--- src/hdl/ile_pkg.sv ---
// ----------------------------------------------------------------------------
// Indexed list engine package
// Shared constants, codes and the command bundle that drives the cell row.
// ----------------------------------------------------------------------------
package ile_pkg;

  localparam int CAPACITY = 64;
  localparam int DATA_W   = 32;
  localparam int POS_W    = 7;
  localparam int CNT_W    = 7;
  localparam int SWP_W    = $clog2(CAPACITY + 1);

  typedef enum logic [2:0] {
    OP_READ   = 3'd0,
    OP_HEAD   = 3'd1,
    OP_TAIL   = 3'd2,
    OP_AT     = 3'd3,
    OP_DELETE = 3'd4
  } op_t;

  typedef enum logic [1:0] {
    ST_DONE  = 2'd0,
    ST_RANGE = 2'd1,
    ST_FULL  = 2'd2
  } status_t;

  typedef enum logic {
    S_IDLE,
    S_SWEEP
  } state_t;

  typedef struct packed {
    logic                     ins;
    logic                     del;
    logic                     rd;
    logic [POS_W-1:0]         pos;
    logic signed [DATA_W-1:0] value;
  } cell_cmd_t;

endpackage

--- src/hdl/ile_ctrl.sv ---
// ----------------------------------------------------------------------------
// Indexed list engine control
// Decodes commands, keeps the entry count, runs the read sweep and holds
// the result register.
// ----------------------------------------------------------------------------
module ile_ctrl (
  input  logic                              clk,
  input  logic                              rst,
  input  logic                              cmd_valid,
  output logic                              cmd_ready,
  input  logic [2:0]                        operation,
  input  logic [ile_pkg::POS_W-1:0]         position,
  input  logic signed [ile_pkg::DATA_W-1:0] value,
  output logic                              rsp_valid,
  input  logic                              rsp_ready,
  output logic [1:0]                        status,
  output logic signed [ile_pkg::DATA_W-1:0] read_value,
  output logic [ile_pkg::CNT_W-1:0]         length,
  input  logic signed [ile_pkg::DATA_W-1:0] tail_rd,
  output ile_pkg::cell_cmd_t                cell_cmd
);

  localparam logic [ile_pkg::CNT_W-1:0] FULL_CNT = ile_pkg::CNT_W'(ile_pkg::CAPACITY);
  localparam logic [ile_pkg::SWP_W-1:0] SWP_LAST = ile_pkg::SWP_W'(ile_pkg::CAPACITY);

  ile_pkg::state_t                    state;
  ile_pkg::state_t                    state_next;
  logic [ile_pkg::CNT_W-1:0]          count;
  logic [ile_pkg::CNT_W-1:0]          count_next;
  logic [ile_pkg::POS_W-1:0]          rd_pos;
  logic [ile_pkg::SWP_W-1:0]          sweep_cnt;
  logic                               accept;
  logic                               sweeping;
  logic                               sweep_done;
  logic                               ins_go;
  logic                               del_go;
  logic                               start_sweep;
  logic [ile_pkg::POS_W-1:0]          act_pos;
  ile_pkg::status_t                   imm_status;
  logic signed [ile_pkg::DATA_W-1:0]  imm_rd;
  logic                               full;

  assign accept     = cmd_valid && cmd_ready;
  assign full       = (count == FULL_CNT);
  assign sweep_done = sweeping && (sweep_cnt == SWP_LAST);

  always_comb begin
    ins_go      = 1'b0;
    del_go      = 1'b0;
    start_sweep = 1'b0;
    act_pos     = position;
    imm_status  = ile_pkg::ST_DONE;
    imm_rd      = '0;
    case (operation)
      ile_pkg::OP_READ: begin
        if (position < count) begin
          start_sweep = 1'b1;
        end else begin
          imm_status = ile_pkg::ST_RANGE;
          imm_rd     = '1;
        end
      end
      ile_pkg::OP_HEAD: begin
        act_pos = '0;
        if (full) begin
          imm_status = ile_pkg::ST_FULL;
        end else begin
          ins_go = 1'b1;
        end
      end
      ile_pkg::OP_TAIL: begin
        act_pos = count[ile_pkg::POS_W-1:0];
        if (full) begin
          imm_status = ile_pkg::ST_FULL;
        end else begin
          ins_go = 1'b1;
        end
      end
      ile_pkg::OP_AT: begin
        if (position > count) begin
          imm_status = ile_pkg::ST_RANGE;
        end else if (full) begin
          imm_status = ile_pkg::ST_FULL;
        end else begin
          ins_go = 1'b1;
        end
      end
      ile_pkg::OP_DELETE: begin
        if (position >= count) begin
          imm_status = ile_pkg::ST_RANGE;
        end else begin
          del_go = 1'b1;
        end
      end
      default: begin
        imm_status = ile_pkg::ST_DONE;
      end
    endcase
  end

  always_comb begin
    count_next = count;
    if (accept && ins_go) begin
      count_next = count + ile_pkg::CNT_W'(1);
    end else if (accept && del_go) begin
      count_next = count - ile_pkg::CNT_W'(1);
    end
  end

  always_comb begin
    state_next = state;
    case (state)
      ile_pkg::S_IDLE: begin
        if (accept && start_sweep) begin
          state_next = ile_pkg::S_SWEEP;
        end
      end
      ile_pkg::S_SWEEP: begin
        if (sweep_cnt == SWP_LAST) begin
          state_next = ile_pkg::S_IDLE;
        end
      end
      default: begin
        state_next = ile_pkg::S_IDLE;
      end
    endcase
  end

  always_comb begin
    cmd_ready = 1'b0;
    sweeping  = 1'b0;
    case (state)
      ile_pkg::S_IDLE: begin
        cmd_ready = !rsp_valid || rsp_ready;
      end
      ile_pkg::S_SWEEP: begin
        sweeping = 1'b1;
      end
      default: begin
        cmd_ready = 1'b0;
      end
    endcase
  end

  always_comb begin
    cell_cmd.ins   = accept && ins_go;
    cell_cmd.del   = accept && del_go;
    cell_cmd.rd    = sweeping;
    cell_cmd.pos   = sweeping ? rd_pos : act_pos;
    cell_cmd.value = value;
  end

  always_ff @(posedge clk) begin
    if (rst) begin
      state     <= ile_pkg::S_IDLE;
      count     <= '0;
      sweep_cnt <= '0;
      rsp_valid <= 1'b0;
    end else begin
      state <= state_next;
      count <= count_next;
      if (accept) begin
        sweep_cnt <= '0;
      end else if (sweeping) begin
        sweep_cnt <= sweep_cnt + ile_pkg::SWP_W'(1);
      end
      if ((accept && !start_sweep) || sweep_done) begin
        rsp_valid <= 1'b1;
      end else if (rsp_ready) begin
        rsp_valid <= 1'b0;
      end
    end
  end

  always_ff @(posedge clk) begin
    if (accept) begin
      rd_pos <= position;
    end
    if (accept && !start_sweep) begin
      status     <= imm_status;
      read_value <= imm_rd;
      length     <= count_next;
    end else if (sweep_done) begin
      status     <= ile_pkg::ST_DONE;
      read_value <= tail_rd;
      length     <= count;
    end
  end

  a_count_bound: assert property (@(posedge clk) disable iff (rst)
    count <= FULL_CNT)
    else $error("entry count above capacity");

  a_count_step: assert property (@(posedge clk) disable iff (rst)
    1'b1 |=> (count == $past(count)) || (count == $past(count) + ile_pkg::CNT_W'(1)) ||
             (count == $past(count) - ile_pkg::CNT_W'(1)))
    else $error("entry count moved by more than one");

  a_sweep_count_stable: assert property (@(posedge clk) disable iff (rst)
    sweeping |-> $stable(count))
    else $error("entry count changed during a read sweep");

  a_sweep_ends: assert property (@(posedge clk) disable iff (rst)
    sweep_done |=> rsp_valid && (state == ile_pkg::S_IDLE))
    else $error("read sweep ended without a result");

  a_full_length: assert property (@(posedge clk) disable iff (rst)
    rsp_valid && (status == ile_pkg::ST_FULL) |-> (length == FULL_CNT))
    else $error("full status with a list that is not full");

endmodule

--- config.mk ---
export PLATFORM = sky130hd
export DESIGN_NAME = ile_ctrl
export DESIGN_NICKNAME = d
export VERILOG_FILES = /design/src/hdl/ile_pkg.sv /design/src/hdl/ile_ctrl.sv
export SDC_FILE = /design/constraint.sdc
export NUM_CORES = 1
export LEC_CHECK = 0
export ABC_AREA = 1
export BUFFER_PORTS_ARGS = -buffer_cell sky130_fd_sc_hd__buf_4
export CORE_UTILIZATION = 43
export CTS_BUF_LIST = sky130_fd_sc_hd__clkbuf_16
export DETAILED_ROUTE_END_ITERATION = 8
export PLACE_DENSITY_LB_ADDON = 0.05
export REMOVE_ABC_BUFFERS = 1
export SYNTH_ARGS = -nofsm -noshare
export SYNTH_HDL_FRONTEND = slang
export SYNTH_SLANG_ARGS = --single-unit
--- constraint.sdc ---
create_clock -name clk -period 2.2 [get_ports clk]
set_input_delay 0.33 -clock clk [delete_from_list [all_inputs] [get_ports clk]]
set_output_delay 0.33 -clock clk [all_outputs]
set_load 0.05 [all_outputs]
==> parameters.txt, run 1 <==
Parameter                              Value

Timing
  Number of failing hold endpoints at the final stage    0
  Final critical-path required period    between 2 and 2.5 ns
  Share of the clock period used by the worst path    98.0%
  Setup repair after global routing missed its margin    yes
  Setup violation total in the final timing report    0
  Fin. max-slew vios    0
  Final clock skew    roughly 0.0064 ns
  Slew at the pin closest to its max-slew limit    between 0.4 and 0.5 ns
  Minimum hold slack    ~0.2 ns
  Fmax    between 0.4 and 0.5 GHz
  Worst-case headroom to the max-slew limit    between 70 and 80%
  Sum Neg Setup Slack    0 ns

Placed design
  Placed instance area    ~4300 sq um
  Placed wire-length estimate    roughly 6.5 mm
  Placer congestion estimate    around 0.88
  Buffers on Ports    around 100

Cells and area
  Post-layout instance area    around 4700 sq um
  Share of the core filled with cells in the final layout    60.4%
  Multi-input gate area in the final layout    around 1400 sq um
  FF+latch area    between 1500 and 2000 sq um
  Diode insertion count for antenna repair    0
  Signed area change from the synthesized netlist to the final layout    33.8%
  Share of post-route cells with drive strength above 1    between 30% and 40%
  Number of fillers in the final layout    just over 700
  Final #Nets    between 500 and 600

Floorplanning
  Top-Level Pins    around 160
  Area of the core    about 7800 sq um
  Die area    8600 sq um
  Starting density of the core    between 40% and 50%
  Height of the die    between 90 and 100 um
  Floorplan row count    32
  Die width    slightly above 90 um

Power
  Power per standard cell area    between 800 and 900 nW/um^2
  Pwr Total    ~3.9 mW
  Largest vdd supply drop    0.448 mV
  Static power due to leakage    ~2.3 nW

Run status
  Run status    complete, no violations

Global route
  Grt met2 use    approximately 29%
  Total congestion overflow after global routing    0
  GRT met3 Usage    between 10% and 20%
  Maximum number of pins on one net before global-route repair    33
  Met1 Track Usage GR    between 20% and 30%
  Via count of the first global-routing pass    around 2700
  Initial antenna violation count    0
  Peak-usage layer in the global routing report    met2
  Global-route wire length before repair    13.8 mm
  Overall routing resource usage    between 20% and 30%

Flow run
  Reported max-cap violation count    0

Logic synthesis
  Adder and majority gate portion of the synthesized area    3.89%
  Share of cell area taken by muxes after synthesis    0%
  Distinct cells, synth    33
  Top cell type's share of synthesized area    40.7%
  Library cell with the highest instance count after synthesis    nand2_1
  Post-synthesis share of cell area spent on xor and xnor gates    around 2.2%
  Cells after Synth    around 400
  Post-synthesis sequential element count    64
  Number of flops mapped to enable cells by yosys    between 40 and 50
  Top flip-flop cell by instance count after synthesis    edfxtp_1
  Yosys Warn Count    0
  Post-Synth Simple-Gate Area    a little over a quarter
  Fraction of the mapped netlist area in compound gates    about 3.4%
  Synth area leaders    edfxtp_1, nand2_1, dfxtp_1, buf_4, ha_1
  Combinational family with the most area after synthesis    simple AND/OR/NAND/NOR gates
  Cell accounting for the most synthesized area    edfxtp_1
  Post-Synthesis Mean Instance Area    9.01 sq um
  Share of flip-flops with an asynchronous set or reset after synthesis    0%
  Share of synthesized area occupied by flip-flops and latches    approximately half
  Post-synth top cells    nand2_1, edfxtp_1, buf_4, inv_1, nor2_1
  Cell area after synthesis    around 3500 sq um

Route
  Detailed Route Iter0 Violations    around 100
  Pre-antenna DRT Iters    4
  Via-to-Cell Ratio    roughly 5
  Post-DRT Antenna Nets    0
  Remaining DRCs    0
  Total vias in the final route    ~2900
  Wire length per cell after detailed routing    14.9 um
  Final WL    8.79 mm

Critical path
  Start point of the critical path    count[4]$_SDFF_PP0_
  R2r worst-path depth    13
  Category of the worst setup path launch point    flip-flop
  Worst flop-to-flop path endpoint    length[0]$_DFFE_PP_
  Crit path kind    flip-flop to output pin
  Kind of end point of the critical path    output pin
  Signal arrival time at the worst endpoint    1.83 ns
  Req. time, crit path    roughly 1.9 ns
  Internal reg-to-reg setup slack    roughly 0.25 ns
  Max Fanout on Critical Path    9
  RR Startpoint    count[4]$_SDFF_PP0_

Min path
  Min-Delay Startpoint    position[0]
  Endpoint with the worst hold slack    rd_pos[0]$_DFFE_PP_
  Number of cells on the worst hold path    1
  Classification of the worst-slack hold path    input pin to flip-flop

Clocking
  Total clock buffers created by CTS    9
  Clk buf depth    2
  Worst skew pair latency    around 0.33 ns
  Clock-pin slew of the registers on the worst-case setup and hold paths    roughly 0.060 ns
  Clk Tree Root Cell    clkbuf_16
  CTS tree    done
  Clock sink count    64
  # H-tree levels    3
  Hold_buf cts    0
==> where the power goes <==
| part | internal [mW] | switching (mW) | total (mW) | leakage, nW |
|---|---|---|---|---|
| Combinational | 0.325 | 0.624 | 0.949 | 1.50 |
| Sequential | 1.42 | 0.0302 | 1.45 | 0.607 |
| Clock | 0.992 | 0.527 | 1.52 | 0.156 |
| Total | 2.74 | 1.18 | 3.92 | 2.26 |
==> flip-flops by register name, summed over array words and instances (netlist names) <==
name	flops
read_value	32
count	7
length	7
rd_pos	7
sweep_cnt	7
status	2
rsp_valid	1
state	1
==> cells in the final DEF (no fill, tap or decap), types with 9 or more instances in the layout <==
cell       synthesis  layout
nand4_1           10      10
inv_1             34      31
nand3_1           17      17
nor2_1            28      28
buf_4             34     118
clkbuf_16          0       9
dfxtp_1           16      11
nand2_1          129     127
edfxtp_1          48      48
==> what timing repair did <==
action,CTS,global route
pin swaps,2,6
hold endpoints to repair,0,0
buffers inserted,5,2
gates cloned,0,0
gates resized for setup,14,10
endpoints found under the setup margin,2,2
==> through the flow <==
step	setup slack, ns	cells
after floorplan	-0.355	349
after global placement	0.0497	566
after detailed placement	0.0366	566
after CTS	0.00413	587
after global routing	-0.0296	589
final	0.0436	589
==> layout make-up <==
| class | count | area share, % |
|---|---|---|
| inverter | 37 | 3.20 |
| clock buffer | 9 | 4.75 |
| tap | 102 | 2.69 |
| sequential | 64 | 37.3 |
| timing repair buffer | 122 | 20.3 |
| multi-input combinational | 248 | 29.8 |
| clock inverter | 7 | 2.01 |
==> metal layers <==
metal  vias up  routed length, um
met5         -                  0
met4         0                 89
met3         6               1230
met2       144               3620
met1      1310               3850
li1       1429                  -
==> worst max-delay path, stage by stage, from the launching register on <==
cell	delay (ns)
dfxtp_2	0.32
inv_1	0.13
ha_4	0.22
nand2_1	0.06
nand2_1	0.10
a21oi_4	0.19
nand4_4	0.19
inv_1	0.10
buf_4	0.19
==> cell families after synthesis <==
kind of cell | Yosys count
buf+inv | 81
xor+xnor | 9
simple gates | 209
compound gates | 19
fa+ha+maj | 11
flops | 64
==> worst max path at each step <==
stage	endpoint	slack, ns	cells after the start
global placement	cell_cmd[41]	0.05	10
CTS	cell_cmd[41]	0.004	10
finish	cell_cmd[40]	0.04	8
floorplan	rsp_valid$_SDFFE_PP0P_	-0.36	10
global route	cell_cmd[41]	-0.03	10
detailed placement	cell_cmd[41]	0.04	10
Power figures use the tool's default switching activity.
==> run 2: changes to the inputs <==
--- a/config.mk
+++ b/config.mk
@@ -7,7 +7,7 @@
 export LEC_CHECK = 0
 export ABC_AREA = 1
 export BUFFER_PORTS_ARGS = -buffer_cell sky130_fd_sc_hd__buf_4
-export CORE_UTILIZATION = 43
+export CORE_UTILIZATION = 35
 export CTS_BUF_LIST = sky130_fd_sc_hd__clkbuf_16
 export DETAILED_ROUTE_END_ITERATION = 8
 export PLACE_DENSITY_LB_ADDON = 0.05
==> run 2 against run 1 <==
  * Sequential share of layout area about the same
  * Die area up 22%
  * Non-clock buffer count up 4
  * Hold slack better by 0.0082 ns
  * Register-to-register slack worse by 0.12 ns
  * Via count down 0.45%
  * Wire length up 6.7%
  * Global-route usage down 3.0 points
  * First-iteration DRC count down 7.1%
  * Worst setup slack worse by 0.012 ns
  * Cell area about the same
  * Combinational power up 0.9%
  * Critical endpoint is now cell_cmd[41]
  * Largest power group is now sequential cells
==> parameters.txt, run 2 (synthesized netlist as in run 1, its figures left out) <==
Parameter                              Value

Run status
  Run status    complete, no violations

Placed design
  Buffers on Ports    just under 100
  Placer congestion estimate    approximately 0.83
  Post-Place Worst Slack    around 0.038 ns
  Placed wire-length estimate    a little under 7 mm

Route
  Wire length per cell after detailed routing    15.0 um
  Pre-antenna DRT Iters    4
  Remaining DRCs    0
  Detailed Route Iter0 Violations    approximately 90
  Post-DRT Antenna Nets    0
  Total vias in the final route    between 2000 and 3000
  Via-to-Cell Ratio    approximately 4.6
  Final WL    between 9 and 10 mm

Critical path
  Worst flop-to-flop path endpoint    length[0]$_DFFE_PP_
  Req. time, crit path    between 1.5 and 2 ns
  Signal arrival time at the worst endpoint    around 1.8 ns
  R2r worst-path depth    14
  Cell chain of the critical path    inv_6 -> ha_4 -> nand2_4 -> nor2_4 -> nand3_4 -> nor2b_4 -> nand2_4 -> nand3_4 -> clkinv_4 -> buf_8
  Crit path kind    flip-flop to output pin
  End of the critical path    cell_cmd[41]
  Internal reg-to-reg setup slack    around 0.13 ns
  Start point of the critical path    count[6]$_SDFF_PP0_
  CP bufs+invs    3
  Largest stage delay on the critical path    around 0.38 ns
  RR Startpoint    count[6]$_SDFF_PP0_
  Critical Path Stages    10
  Critical Path Slowest Stage Cell    dfxtp_4
  Max Fanout on Critical Path    4
  Category of the worst setup path launch point    flip-flop
  Kind of end point of the critical path    output pin
  CP top delay family    simple AND/OR/NAND/NOR gates

Power
  Pwr Total    3.70 mW
  Largest vdd supply drop    0.350 mV
  Static power due to leakage    2.26 nW
  Power per standard cell area    781 nW/um^2

Clocking
  Clock sink count    64
  CTS tree    done
  Worst skew pair latency    around 0.33 ns
  Clk buf depth    2
  Clk Tree Root Cell    clkbuf_16
  Clock-pin slew of the registers on the worst-case setup and hold paths    about 0.050 ns
  Total clock buffers created by CTS    9
  # H-tree levels    3
  Hold_buf cts    0

Floorplanning
  Starting density of the core    a little over a third
  Top-Level Pins    roughly 160
  Area of the core    between 9000 and 10000 sq um
  Die area    10500 sq um
  Floorplan row count    36
  Die width    103 um
  Height of the die    approximately 100 um

Timing
  Setup violation total in the final timing report    0
  Slew at the pin closest to its max-slew limit    around 0.46 ns
  Fin. max-slew vios    0
  Final setup slack of the worst path    around 0.031 ns
  Setup repair after global routing missed its margin    yes
  Worst-case headroom to the max-slew limit    between 60% and 70%
  Final critical-path required period    between 2 and 2.5 ns
  Fmax    roughly 0.46 GHz
  Final clock skew    0.00688 ns
  Share of the clock period used by the worst path    a little over nine tenths
  Number of failing hold endpoints at the final stage    0

Global route
  Total congestion overflow after global routing    0
  Initial antenna violation count    0
  Global-route wire length before repair    about 14 mm
  Via count of the first global-routing pass    ~2600
  Overall routing resource usage    between 10% and 20%
  Maximum number of pins on one net before global-route repair    35

Cells and area
  FF+latch area    between 1500 and 2000 sq um
  Diode insertion count for antenna repair    0
  Signed area change from the synthesized netlist to the final layout    33.8%
  Final #Nets    about 580
  Number of flip-flops in the largest register    32
  Leading cell type in the layout, fill and taps excluded    nand2_1
  Register with the highest flop count    read_value
  Top library cells by usage in the layout, fill and taps aside    nand2_1, buf_4, edfxtp_1
  Multi-input gate area in the final layout    roughly 1400 sq um
  Share of post-route cells with drive strength above 1    between 30% and 40%
  Number of fillers in the final layout    1005

Min path
  Classification of the worst-slack hold path    input pin to flip-flop

Flow run
  Reported max-cap violation count    0
[run 2: per-layer routing]
| layer | vias up | share of wire [%] | global-route usage [%] |
|---|---|---|---|
| li1 | 1432 | - | - |
| met1 | 1301 | 45 | 23.8 |
| met2 | 137 | 42 | 24.6 |
| met3 | 6 | 12 | 9.49 |
| met4 | 0 | 0.87 | 6.70 |
| met5 | - | 0 | 3.85 |
[run 2: report_power, final]
group	switching [mW]	total (mW)	leakage (nW)	internal [mW]
registers	0.0314	1.45	0.606	1.42
clock network	0.537	1.30	0.132	0.761
logic	0.630	0.958	1.52	0.328
total	1.20	3.70	2.26	2.51
[run 2: area by class of cell]
type	instances	area share, %
repair buffers	126	21.3
multi-input cells	248	29.0
well taps	133	3.51
inverters	37	3.19
flip-flops and latches	64	37.3
clock inverters	7	1.00
clock buffers	9	4.75
[run 2: worst min path at each step]
| stage | start | end | slack (ns) | cells after the start |
|---|---|---|---|---|
| after global routing | position[4] | rd_pos[4]$_DFFE_PP_ | 0.20 | 1 |
| after CTS | position[4] | rd_pos[4]$_DFFE_PP_ | 0.19 | 1 |
| after floorplan | rst | count[5]$_SDFF_PP0_ | 0.39 | 1 |
| final | position[4] | rd_pos[4]$_DFFE_PP_ | 0.20 | 1 |
| after detailed placement | sweep_cnt[6]$_SDFFE_PP0P_ | sweep_cnt[6]$_SDFFE_PP0P_ | 0.46 | 2 |
| after global placement | sweep_cnt[6]$_SDFFE_PP0P_ | sweep_cnt[6]$_SDFFE_PP0P_ | 0.45 | 2 |
[run 2: worst register-to-register path, stage by stage (launching register included)]
cell and delay (ns):
dfxtp_4 0.38, inv_6 0.05, ha_4 0.28, nand2_4 0.06, nor2_4 0.15, nand3_4 0.10, nor2b_4 0.15, nand2_4 0.07
nand3_4 0.08, buf_4 0.14, buf_4 0.15, nand2_1 0.06, nand2_1 0.04, nand2_1 0.07, inv_1 0.05
[run 2: repair_timing]
| action | in CTS | in global routing |
|---|---|---|
| endpoints found under the setup margin | 2 | 2 |
| gates resized for setup | 13 | 10 |
| buffers inserted | 6 | 6 |
| pin swaps | 4 | 5 |
[run 2: through the flow]
stage               instances  utilization [%]  TNS, ns  hold WS (ns)  area (sq um)
floorplan                 349                -   -15.20         0.392          3210
global placement          596             43.9        0         0.451          4290
detailed placement        596             43.9        0         0.459          4290
CTS                       618             47.7        0         0.192          4660
global route              624             48.5  -0.0548         0.199          4740
finish                    624             48.5        0         0.204          4740
