===== src/hdl/ile_pkg.sv =====
// ----------------------------------------------------------------------------
// Indexed list engine package
// Shared constants, codes and the command bundle that drives the cell row.
// ----------------------------------------------------------------------------
package ile_pkg;

  localparam int CAPACITY = 64;
  localparam int DATA_W   = 32;
  localparam int POS_W    = 7;
  localparam int CNT_W    = 7;
  localparam int SWP_W    = $clog2(CAPACITY + 1);

  typedef enum logic [2:0] {
    OP_READ   = 3'd0,
    OP_HEAD   = 3'd1,
    OP_TAIL   = 3'd2,
    OP_AT     = 3'd3,
    OP_DELETE = 3'd4
  } op_t;

  typedef enum logic [1:0] {
    ST_DONE  = 2'd0,
    ST_RANGE = 2'd1,
    ST_FULL  = 2'd2
  } status_t;

  typedef enum logic {
    S_IDLE,
    S_SWEEP
  } state_t;

  typedef struct packed {
    logic                     ins;
    logic                     del;
    logic                     rd;
    logic [POS_W-1:0]         pos;
    logic signed [DATA_W-1:0] value;
  } cell_cmd_t;

endpackage


===== src/hdl/ile_cell.sv =====
// ----------------------------------------------------------------------------
// Indexed list engine cell
// Holds one list entry, shifts with its neighbors and passes read data along.
// ----------------------------------------------------------------------------
module ile_cell (
  input  logic                             clk,
  input  logic [ile_pkg::POS_W-1:0]        index,
  input  ile_pkg::cell_cmd_t               cmd,
  input  logic signed [ile_pkg::DATA_W-1:0] left_data,
  input  logic signed [ile_pkg::DATA_W-1:0] right_data,
  input  logic signed [ile_pkg::DATA_W-1:0] rd_in,
  output logic signed [ile_pkg::DATA_W-1:0] data,
  output logic signed [ile_pkg::DATA_W-1:0] rd_out
);

  logic signed [ile_pkg::DATA_W-1:0] data_next;

  always_comb begin
    data_next = data;
    if (cmd.ins) begin
      if (index > cmd.pos) begin
        data_next = left_data;
      end else if (index == cmd.pos) begin
        data_next = cmd.value;
      end
    end else if (cmd.del) begin
      if (index >= cmd.pos) begin
        data_next = right_data;
      end
    end
  end

  always_ff @(posedge clk) begin
    data   <= data_next;
    rd_out <= (cmd.rd && (index == cmd.pos)) ? data : rd_in;
  end

endmodule


===== config.mk =====
export PLATFORM = sky130hd
export DESIGN_NAME = ile_cell
export DESIGN_NICKNAME = d
export VERILOG_FILES = /design/src/hdl/ile_pkg.sv /design/src/hdl/ile_cell.sv
export SDC_FILE = /design/constraint.sdc
export NUM_CORES = 1
export LEC_CHECK = 0
export ABC_AREA = 0
export BUFFER_PORTS_ARGS = -buffer_cell sky130_fd_sc_hd__buf_2
export CAP_MARGIN = 30
export CORE_UTILIZATION = 40
export CTS_CLUSTER_DIAMETER = 30
export DETAILED_ROUTE_END_ITERATION = 16
export GPL_ROUTABILITY_DRIVEN = 0
export HOLD_SLACK_MARGIN = 0.1
export PLACE_DENSITY = 0.78
export REMOVE_ABC_BUFFERS = 1
export SYNTH_ARGS = -nofsm -noshare
export SYNTH_HDL_FRONTEND = slang
export SYNTH_SLANG_ARGS = --single-unit
export TNS_END_PERCENT = 50

===== constraint.sdc =====
create_clock -name clk -period 3.1 [get_ports clk]
set_input_delay 0.465 -clock clk [delete_from_list [all_inputs] [get_ports clk]]
set_output_delay 0.465 -clock clk [all_outputs]
set_load 0.02 [all_outputs]

==> results of run 1 <==
-- area by class of cell --
cell class / instances / area, um^2 / share of cell area
Inverter: 7 / 26.28 / 0.005440
Multi-Input combinational cell: 216 / 1730 / 0.3583
Sequential cell: 64 / 1602 / 0.3316
Clock buffer: 15 / 198.9 / 0.04119
Timing Repair Buffer: 218 / 1136 / 0.2352
Tap cell: 105 / 131.4 / 0.02720
Clock inverter: 1 / 5.005 / 0.001036
-- cell usage after synthesis (all sizes together) (7+ instances only) --
cell type	n
nor2b	32
o2111ai	32
edfxtp	32
inv	7
a31oi	32
nand4	32
ha	7
buf	12
nand3	32
mux2	32
dfxtp	32
clkbuf	24
-- registers in the layout, indices dropped and copies added (netlist names) --
register	cells
rd_out	32
data	32
-- power groups by stage --
| stage | Clock, mW | Sequential, mW | Combinational, mW |
|---|---|---|---|
| after floorplan | 0 | 1.18 | 0.172 |
| after global placement | 0 | 1.06 | 0.541 |
| after detailed placement | 0 | 1.06 | 0.567 |
| after CTS | 0.743 | 1.04 | 0.568 |
| after global routing | 0.780 | 1.05 | 0.614 |
| final | 0.718 | 1.04 | 0.566 |
-- logic make-up after synthesis --
logic type,count (synthesis),synth area share
fa+ha+maj,7,0.02500
simple gates,104,0.1757
flops,64,0.4571
mux,32,0.1350
buf+inv,43,0.05429
compound gates,73,0.1529
-- metal layers --
layer	GRT usage	wire length, um
met1	0.2475	3852
met5	0	0
met3	0.05183	888
met4	0.09204	182
met2	0.4077	5594
-- path summary, 6_finish.rpt --
kind	from	to	slack [ns]
worst max-delay path	cmd[38]	data[26]	1.11
worst min-delay path	rd_in[29]	rd_out[29]	0.36
worst max register to register	data[16]	rd_out[16]	2.29
worst min register to register	data[7]	rd_out[7]	0.50
-- cell usage in the layout (no fill, tap or decap), drive strengths merged --
cell     count
o21a         2
o2111ai     32
edfxtp      32
a31oi       32
and4         1
o31ai        1
and2         1
o21ai        2
ha           7
nand4       32
a21oi        3
dfxtp       32
nor2         1
nor2b       32
buf        218
nand2        3
inv          7
clkbuf      15
and3         1
clkinv       1
and3b        1
mux2        32
nand3       32
a21o         1
-- through the flow --
step           setup TNS (ns)  std cells    util  power, mW  worst slack (ns)
6_report                    0        626  0.5791      2.326             1.109
5_1_grt                     0        626  0.5791      2.449             1.018
4_1_cts                     0        626  0.5791      2.355             1.098
3_5_place_dp                0        610  0.5546      1.630            0.7424
3_3_place_gp                0        609  0.5513      1.600            0.6036
2_1_floorplan          -10.39        287       -      1.351           -0.3248
==> summary.md, run 1 <==
| Metric | Value |
|---|---|
| Run status | `finished clean` |
| Final HPWL DP | `7481 um` |
| Yosys warning total | `0` |
| Netlist cell types | `28` |
| Clock buffer depth | `2` |
| Required @ worst endpoint | `3.13 ns` |
| Cts hold-fix bufs | `0` |
| Post-route ant nets | `0` |
| CTS Buf Count | `9` |
| Sequential area share after synthesis | `0.4571` |
| Sw Pwr | `678.4 uW` |
| Syn avg cell area | `10.85 um^2` |
| Post-CTS setup buffer count | `0` |
| Hold path cells | `2` |
| Vias in the first global route | `3340` |
| Area Overhead vs Synth | `37.86%` |
| Pwr Density | `approximately 480 nW/um^2` |
| CTS tree | `done` |
| Diodes inserted | `0` |
| Synth top area share | `0.2743` |
| CP Max Fanout | `17` |
| RSZ-0062 raised after global routing | `no` |
| DR WL/cell | `16.80 um` |
| Iteration-0 DRC Markers | `121` |
| Delay-heaviest family, CP | `compound AO/OA/AOI/OAI gates` |
| IO Port Bufs | `~210` |
| Skew final | `0.01056 ns` |
| First-pass GRT wire length | `15420 um` |
| Seq pwr share | `0.448` |
| Critical path, cell by cell | `buf_2 > inv_1 > ha_1 > and4_4 > o31ai_1 > a21oi_4 > buf_16` |
| Clk pwr share | `0.309` |
| Syn Inst Count | `323` |
| Worst-Skew Late Latency | `between 0.3 and 0.4 ns` |
| Number of synthesized flops with an enable pin | `32` |
| Final #Nets | `669` |
| TritonRoute pass-1 iters | `7` |
| Post-synth top flop | `edfxtp_1` |
| Syn Std Cell Area | `3503 um^2` |
| Ys async rst share | `0` |
| Least-Margin Pin Slew | `~0.65 ns` |
| Slowest stage delay, CP | `0.54 ns` |
| Gr usage total | `0.2234` |
| Pleak | `between 2 and 2.5 nW` |
| Core Footprint | `8341 um^2` |
| CTS clk-pin slew, worst paths | `0.07 ns` |
| Largest net degree at the start of global routing | `64` |
| Main area contributors after synthesis | `edfxtp_1 27%, dfxtp_1 18%, mux2_4 13%` |
| Worst Path Arrival | `2.02 ns` |
| Crit share post-route | `0.6424` |
| Finished Cell Area | `4830 um^2` |
| Maximum clock rate | `502.1 MHz` |
| Die width | `between 90 and 100 um` |
| Fin. max-slew vios | `0` |
| Cts repair resizes | `0` |
| Startpoint types | `input pin` |
| Pint | `approximately 1.6 mW` |
| Stages on the worst setup path | `7` |
| Share of cells above drive strength 1 | `0.5144` |
| Area after DPL | `between 4000 and 5000 um^2` |
| Largest vdd supply drop | `0.2630 mV` |
| Combinational Power Share | `0.243` |
| CTS root buffer | `clkbuf_8` |
| CP max-delay cell | `a21oi_4` |
| WP buf/inv | `3` |
| FILL cells | `744` |
| Min Tclk post-route | `around 2 ns` |
| Setup violators final | `0` |
| Hold slack | `0.3593 ns` |
| Worst slew margin | `0.5686` |
| Switch share | `0.2916` |
| Total grt overflow | `0` |
| Post-route DRC | `0` |
| Total routed wirelength | `10520 um` |
| Antenna violations before repair | `0` |
| Vias/cell | `5.559` |
| Vias | `3480` |
| Die area | `between 9000 and 10000 um^2` |
| H-Tree Depth | `3` |
| Worst setup EP type | `register` |
| Worst Hold Class | `in2reg` |
| Core Rows | `33` |
| Top Ports | `210` |
| Post-synth top area cell | `edfxtp_1` |
| Hold Vio Cnt, Final | `0` |
| Cell depth of the worst flop-to-flop path | `1` |
| CTS Sinks | `64` |
| Initial Utilization | `0.4200` |
| Crit Path Category | `in2reg` |
| Max Cap Viol | `0` |
| Synthesis-stage register bit count | `64` |
| Die Ht | `95.59 um` |
No activity file was read; power rests on OpenSTA's default activity.
==> inputs of run 2 (changes only) <==
--- a/config.mk
+++ b/config.mk
@@ -5,15 +5,15 @@
 export SDC_FILE = /design/constraint.sdc
 export NUM_CORES = 1
 export LEC_CHECK = 0
-export ABC_AREA = 0
+export ABC_AREA = 1
 export BUFFER_PORTS_ARGS = -buffer_cell sky130_fd_sc_hd__buf_2
 export CAP_MARGIN = 30
-export CORE_UTILIZATION = 40
+export CORE_UTILIZATION = 39
 export CTS_CLUSTER_DIAMETER = 30
 export DETAILED_ROUTE_END_ITERATION = 16
 export GPL_ROUTABILITY_DRIVEN = 0
 export HOLD_SLACK_MARGIN = 0.1
-export PLACE_DENSITY = 0.78
+export PLACE_DENSITY = 0.77
 export REMOVE_ABC_BUFFERS = 1
 export SYNTH_ARGS = -nofsm -noshare
 export SYNTH_HDL_FRONTEND = slang
==> constraint.sdc (replaced) <==
create_clock -name clk -period 1.7 [get_ports clk]
set_input_delay 0.255 -clock clk [delete_from_list [all_inputs] [get_ports clk]]
set_output_delay 0.255 -clock clk [all_outputs]
set_load 0.02 [all_outputs]
==> run 2 against run 1 <==
Net effect: combinational power increased by 94%; count of clock-buffer cells in the layout decreased by 3; via count increased by 5.5%; critical path type unchanged; power increased by 84%; sequential share of layout area decreased by 0.48 points; die area decreased by 2.7%; non-clock buffer count increased by 19; design area increased by 1.5%; critical path depth increased by 4; first-iteration DRC count increased by 15%; clock power increased by 77%.
==> summary.md, run 2 <==
| Metric | Value |
|---|---|
| Share of cells above drive strength 1 | `0.3648 (-0.1496)` |
| R2r startpoint | `data[11]` |
| R2r setup slk | `1.00 ns (-1.29 ns)` |
| Pleak | `2.837 nW (+24%)` |
| CTS Sinks | `64 (unchanged)` |
| First-pass GRT wire length | `15350 um (-0.49%)` |
| Synthesis-stage register bit count | `64 (unchanged)` |
| Most frequent cells in the layout | `209 x buf_2, 168 x nand2_1, 99 x nand3_1` |
| Core Rows | `33 (unchanged)` |
| CTS tree | `done` |
| Synth top area share | `0.2894 (+0.01509)` |
| Post-route DRC | `0 (unchanged)` |
| Total routed wirelength | `9999 um (-4.9%)` |
| Top Registers | `data (32), rd_out (32)` |
| Worst Path Arrival | `1.56 ns (-0.46 ns)` |
| Hold Vio Cnt, Final | `0 (unchanged)` |
| Crit share post-route | `0.8692` |
| Initial Utilization | `0.4041 (-0.01590)` |
| Vias in the first global route | `3461 (+3.6%)` |
| Most common cell after layout, fill and taps aside | `buf_2` |
| Setup violators final | `0 (unchanged)` |
| Cts repair resizes | `0 (unchanged)` |
| RR Endpoint | `rd_out[11]` |
| Setup_tns | `0 ns (unchanged)` |
| Slowest stage delay, CP | `0.29 ns (-0.25 ns)` |
| Fin. max-slew vios | `0 (unchanged)` |
| Required @ worst endpoint | `1.79 ns (-1.34 ns)` |
| Least-Margin Pin Slew | `0.5972 ns (-0.04929 ns)` |
| Top Ports | `210 (unchanged)` |
| Antenna violations before repair | `0 (unchanged)` |
| Ys async rst share | `0 (unchanged)` |
| Final #Nets | `825 (+23%)` |
| Post-synth top cells | `168 x nand2_1, 99 x nand3_1, 76 x inv_1, 32 x dfxtp_1, 32 x edfxtp_1` |
| Final Util | `0.5965 (+0.01741)` |
| Worst-Skew Late Latency | `0.33 ns (about the same)` |
| Largest net degree at the start of global routing | `33 (-48%)` |
| Syn Std Cell Area | `3321 um^2 (-5.2%)` |
| CTS clk-pin slew, worst paths | `0.07 ns (about the same)` |
| Skew final | `0.008790 ns (-0.001769 ns)` |
| CTS Buf Count | `9 (unchanged)` |
| Area Overhead vs Synth | `47.59%` |
| Pwr Density | `873.0 nW/um^2 (+81%)` |
| DR WL/cell | `12.79 um (-24%)` |
| CTS root buffer | `clkbuf_8` |
| Main area contributors after synthesis | `edfxtp_1 29%, dfxtp_1 19%, nand2_1 19%` |
| Crit path to | `data[28]` |
| Post-synth top area cell | `edfxtp_1` |
| Cell depth of the worst flop-to-flop path | `2 (+1)` |
| Post-route ant nets | `0 (unchanged)` |
| Stages on the worst setup path | `11 (+4)` |
| Max Cap Viol | `0 (unchanged)` |
| Yosys warning total | `0 (unchanged)` |
| Sequential area share after synthesis | `0.4823 (+0.02515)` |
| Final HPWL DP | `7620 um (+1.9%)` |
| Syn Inst Count | `450 (+39%)` |
| Run status | `finished clean` |
| Die width | `94.28 um (-1.4%)` |
| Non-filler instance count after layout | `782 (+25%)` |
| Vias | `3670 (+5.5%)` |
| Syn avg cell area | `7.379 um^2 (-32%)` |
| Count leader, synth | `nand2_1` |
| Worst Hold Class | `in2reg` |
| RSZ-0062 raised after global routing | `no` |
| WP buf/inv | `3 (unchanged)` |
| Critical path, cell by cell | `buf_2 > inv_1 > ha_1 > nand2_2 > nor2_4 > nand2_1 > nand2_4 > buf_4 > nand3_1 > nand3_1 > nand2_1` |
| Maximum clock rate | `676.8 MHz` |
| Die area | `8888 um^2 (-2.7%)` |
| Core Footprint | `8217 um^2 (-1.5%)` |
| Netlist cell types | `19 (-32%)` |
| Largest vdd supply drop | `0.4689 mV (+78%)` |
| Startpoint types | `input pin` |
| Vias/cell | `4.693 (-16%)` |
| Post-CTS setup buffer count | `0 (unchanged)` |
| Die Ht | `94.28 um (-1.4%)` |
| Number of synthesized flops with an enable pin | `32 (unchanged)` |
| CP Launch Point | `cmd[38]` |
| CP max-delay cell | `ha_1` |
| Post-synth top flop | `edfxtp_1` |
| H-Tree Depth | `3 (unchanged)` |
| Worst slew margin | `0.6015 (+0.03281)` |
| IO Port Bufs | `209 (unchanged)` |
| Delay-heaviest family, CP | `simple AND/OR/NAND/NOR gates` |
| Total grt overflow | `0 (unchanged)` |
| Min Tclk post-route | `1.478 ns` |
| DP Cell Count | `755 (+24%)` |
| Hold slack | `0.1128 ns (-0.2465 ns)` |
| Iteration-0 DRC Markers | `139 (+15%)` |
| Clock buffer depth | `2 (unchanged)` |
| Diodes inserted | `0 (unchanged)` |
| Gr usage total | `0.2278 (+0.004406)` |
| Crit Path Category | `in2reg` |
| CP Max Fanout | `16 (-1)` |
| TritonRoute pass-1 iters | `6 (-1)` |
| Worst setup EP type | `register` |
run 2: changes by cell type after synthesis, sizes merged, moves of 32 or more:
cell	delta
nor2b	-32
o2111ai	-32
inv	+70
nand2	+168
mux2	-32
a31oi	-32
nand3	+67
run 2: area by class of cell:
type / count / area [um^2]
clock buffer: 12 / 145.1
clock inverter: 4 / 43.79
multi-input combinational: 283 / 1306
inverter: 77 / 289.0
tap: 105 / 131.4
sequential: 64 / 1602
timing repair buffer: 237 / 1384
fill: 743 / 3316
run 2: how the worst min path moves through the flow:
stage                     startpoint  depth (start not counted)    endpoint
after floorplan             rd_in[0]                          2   rd_out[0]
after global placement     rd_in[14]                          3  rd_out[14]
after detailed placement    rd_in[4]                          3   rd_out[4]
after CTS                  rd_in[31]                          3  rd_out[31]
after global routing        rd_in[6]                          3   rd_out[6]
final                      rd_in[31]                          3  rd_out[31]
run 2: layer usage:
metal / routed length (um) / up-vias / GRT usage
li1: - / 1844 / -
met1: 3986 / 1625 / 0.2516
met2: 4973 / 177 / 0.4088
met3: 788 / 24 / 0.05502
met4: 251 / 0 / 0.1026
met5: 0 / - / 0
run 2: per-stage QoR:
step | worst slack, ns | power [mW] | area (um^2)
6_report | 0.2224 | 4.278 | 4901
5_1_grt | 0.09451 | 4.508 | 4901
4_1_cts | 0.2517 | 4.306 | 4891
3_5_place_dp | -0.1154 | 3.024 | 4602
3_3_place_gp | -0.07612 | 2.989 | 4602
2_1_floorplan | -0.7177 | 2.480 | 3197
run 2: power by group:
group,internal [mW],switching [mW],total [mW]
combinational,0.445,0.653,1.10
sequential,1.83,0.0833,1.91
clock,0.709,0.560,1.27
run 2: logic make-up after synthesis:
family | synth area share
buffers and inverters | 0.1243
adder cells (fa/ha/maj) | 0.02637
AND/OR/NAND/NOR | 0.3610
flip-flops | 0.4823
AO/OA/AOI/OAI | 0.006029
run 2: what timing repair did:
action / CTS / global route
endpoints found under the setup margin: 0 / 0
endpoints found under the hold margin: 10 / 1
hold buffers: 10 / 1
run 2: worst reg2reg max path, delay by kind of cell, from the launching register on:
kind | cells | cell delay [ns]
flops | 1 | 0.43
simple gates | 2 | 0.17
==> inputs of run 3 (changes only) <==
==> constraint.sdc (replaced) <==
create_clock -name clk -period 1.7 [get_ports clk]
set_input_delay 0.085 -clock clk [delete_from_list [all_inputs] [get_ports clk]]
set_output_delay 0.085 -clock clk [all_outputs]
set_load 0.02 [all_outputs]
==> run 3 against run 2 <==
Net effect: worst hold slack got worse by 0.0074 ns; final cell count increased by 6.8%; largest power group unchanged; wire length increased by 14%; core utilization increased by 6.5 points; first-iteration DRC count increased by 30%.
==> summary.md, run 3 (synthesis results as in run 2) <==
| Metric | Value |
|---|---|
| RR Endpoint | `rd_out[29]` |
| Setup_tns | `0 ns (unchanged)` |
| Crit Path Category | `in2reg` |
| Maximum clock rate | `769.4 MHz (+14%)` |
| Final #Nets | `878 (+6.4%)` |
| CP max-delay cell | `ha_1` |
| CTS root buffer | `clkbuf_8` |
| Largest net degree at the start of global routing | `34 (+3.0%)` |
| Post-route DRC | `0 (unchanged)` |
| Post-CTS setup buffer count | `0 (unchanged)` |
| CTS Sinks | `64 (unchanged)` |
| Hold slack | `0.1053 ns (-0.007430 ns)` |
| Share of cells above drive strength 1 | `0.3356 (-0.02923)` |
| Gr usage total | `0.2625 (+0.03463)` |
| Hold Path End | `data[0]` |
| Hold Path Origin | `cmd[0]` |
| Final Total Pwr | `4.479 mW (+4.7%)` |
| Hold Vio Cnt, Final | `0 (unchanged)` |
| Vias in the first global route | `3949 (+14%)` |
| Antenna violations before repair | `0 (unchanged)` |
| Min Tclk post-route | `1.300 ns (-0.1779 ns)` |
| Startpoint types | `input pin` |
| CP Max Fanout | `16 (unchanged)` |
| Critical path, cell by cell | `buf_2 > ha_1 > nand3_1 > nand2_1 > nand2_1 > nand2_4 > buf_4 > nand3_1 > nand3_1 > nand2_1` |
| Setup violators final | `0 (unchanged)` |
| Core Rows | `33 (unchanged)` |
| Hold path cells | `5 (+2)` |
| Die Ht | `94.28 um (unchanged)` |
| Least-Margin Pin Slew | `1.073 ns (+0.4763 ns)` |
| WP buf/inv | `2 (-1)` |
| Fin. max-slew vios | `0 (unchanged)` |
| Pleak | `3.056 nW (+7.7%)` |
| Pwr Density | `823.9 nW/um^2 (-5.6%)` |
| Worst-Skew Late Latency | `0.34 ns (about the same)` |
| Worst Path Arrival | `1.39 ns (-0.17 ns)` |
| Total grt overflow | `0 (unchanged)` |
| Slowest stage delay, CP | `0.37 ns (+0.08 ns)` |
| Vias | `4005 (+9.1%)` |
| Area Overhead vs Synth | `63.72%` |
| Skew final | `0.006498 ns (-0.002293 ns)` |
| IO Port Bufs | `209 (unchanged)` |
| Worst setup EP type | `register` |
| CTS clk-pin slew, worst paths | `0.07 ns (about the same)` |
| Iteration-0 DRC Markers | `181 (+30%)` |
| RSZ-0062 raised after global routing | `no` |
| CTS Buf Count | `9 (unchanged)` |
| Core Footprint | `8217 um^2 (unchanged)` |
| First-pass GRT wire length | `17530 um (+14%)` |
| Crit share post-route | `0.7645 (-0.1046)` |
| H-Tree Depth | `3 (unchanged)` |
| Die area | `8888 um^2 (unchanged)` |
| Worst Hold Class | `in2reg` |
| Most common cell after layout, fill and taps aside | `buf_2` |
| Total routed wirelength | `11400 um (+14%)` |
| Worst slew margin | `0.2835 (-0.3179)` |
| Delay-heaviest family, CP | `simple AND/OR/NAND/NOR gates` |
| Top Ports | `210 (unchanged)` |
| TritonRoute pass-1 iters | `5 (-1)` |
| Initial Utilization | `0.4041 (unchanged)` |
| Required @ worst endpoint | `1.79 ns (about the same)` |
| R2r setup slk | `0.98 ns (-0.02 ns)` |
| R2r startpoint | `data[29]` |
| Diodes inserted | `0 (unchanged)` |
| Die width | `94.28 um (unchanged)` |
| Vias/cell | `4.796 (+2.2%)` |
| Max Cap Viol | `0 (unchanged)` |
| Final HPWL DP | `7326 um (-3.9%)` |
| CTS tree | `done` |
| Cell depth of the worst flop-to-flop path | `2 (unchanged)` |
| Post-route ant nets | `0 (unchanged)` |
| Clock buffer depth | `2 (unchanged)` |
| Most frequent cells in the layout | `209 x buf_2, 168 x nand2_1, 99 x nand3_1` |
| Top Registers | `data (32), rd_out (32)` |
| DR WL/cell | `13.66 um (+6.8%)` |
| Run status | `finished clean` |
| Largest vdd supply drop | `0.4090 mV (-13%)` |
==> run 3: cell count changes in the layout (fill, tap and decap cells not counted) <==
cell           delta
dlygate4sd3_1    +57
clkbuf_1          -1
buf_12            -2
clkinv_1          -1
buf_4             -2
clkbuf_8          +2
==> run 3: where the power goes <==
group	switching, mW	internal, mW	total [mW]
sequential	0.0858	1.83	1.91
clock	0.574	0.793	1.37
combinational	0.679	0.520	1.20
total	1.34	3.14	4.48
==> run 3: what timing repair did <==
action	4_1_cts	5_1_grt
hold endpoints to repair	64	0
hold buffers	68	0
resized for setup	0	0
endpoints found under the setup margin	0	0
==> run 3: through the flow <==
step | worst slack [ns] | instances | utilization | cell area [um^2]
2_1_floorplan | -0.5477 | 424 | - | 3197
3_5_place_dp | 0.05737 | 751 | 0.5534 | 4547
3_3_place_gp | 0.08811 | 751 | 0.5534 | 4547
5_1_grt | 0.2875 | 835 | 0.6616 | 5436
6_report | 0.4003 | 835 | 0.6616 | 5436
4_1_cts | 0.4144 | 835 | 0.6616 | 5436
==> run 3: worst max-delay path by stage <==
stage	start	endpoint	cells after the start
after floorplan	cmd[38]	data[0]	8
after global placement	cmd[38]	data[5]	11
after detailed placement	cmd[38]	data[4]	11
after CTS	index[6]	data[5]	11
after global routing	index[6]	rd_out[29]	11
final	index[2]	data[30]	10
==> run 3: worst reg2reg max path, stage by stage, from the launching register on <==
cell      delay [ns]
edfxtp_1        0.41
nand3_1         0.12
nand2_1         0.08
==> run 3: area by class of cell <==
| type | instances | area (um^2) |
|---|---|---|
| Fill cell | 640 | 2780 |
| Inverter | 77 | 289.0 |
| Tap cell | 105 | 131.4 |
| Timing Repair Buffer | 290 | 1899 |
| Multi-Input combinational cell | 283 | 1306 |
| Clock buffer | 13 | 168.9 |
| Sequential cell | 64 | 1602 |
| Clock inverter | 3 | 40.04 |
==> run 3: per-layer routing <==
| metal | global-route usage | share of wire | up-vias |
|---|---|---|---|
| met4 | 0.1615 | 0.043 | 0 |
| met1 | 0.2557 | 0.35 | 1790 |
| li1 | - | - | 1947 |
| met2 | 0.4813 | 0.51 | 218 |
| met5 | 0 | 0 | - |
| met3 | 0.07686 | 0.091 | 50 |
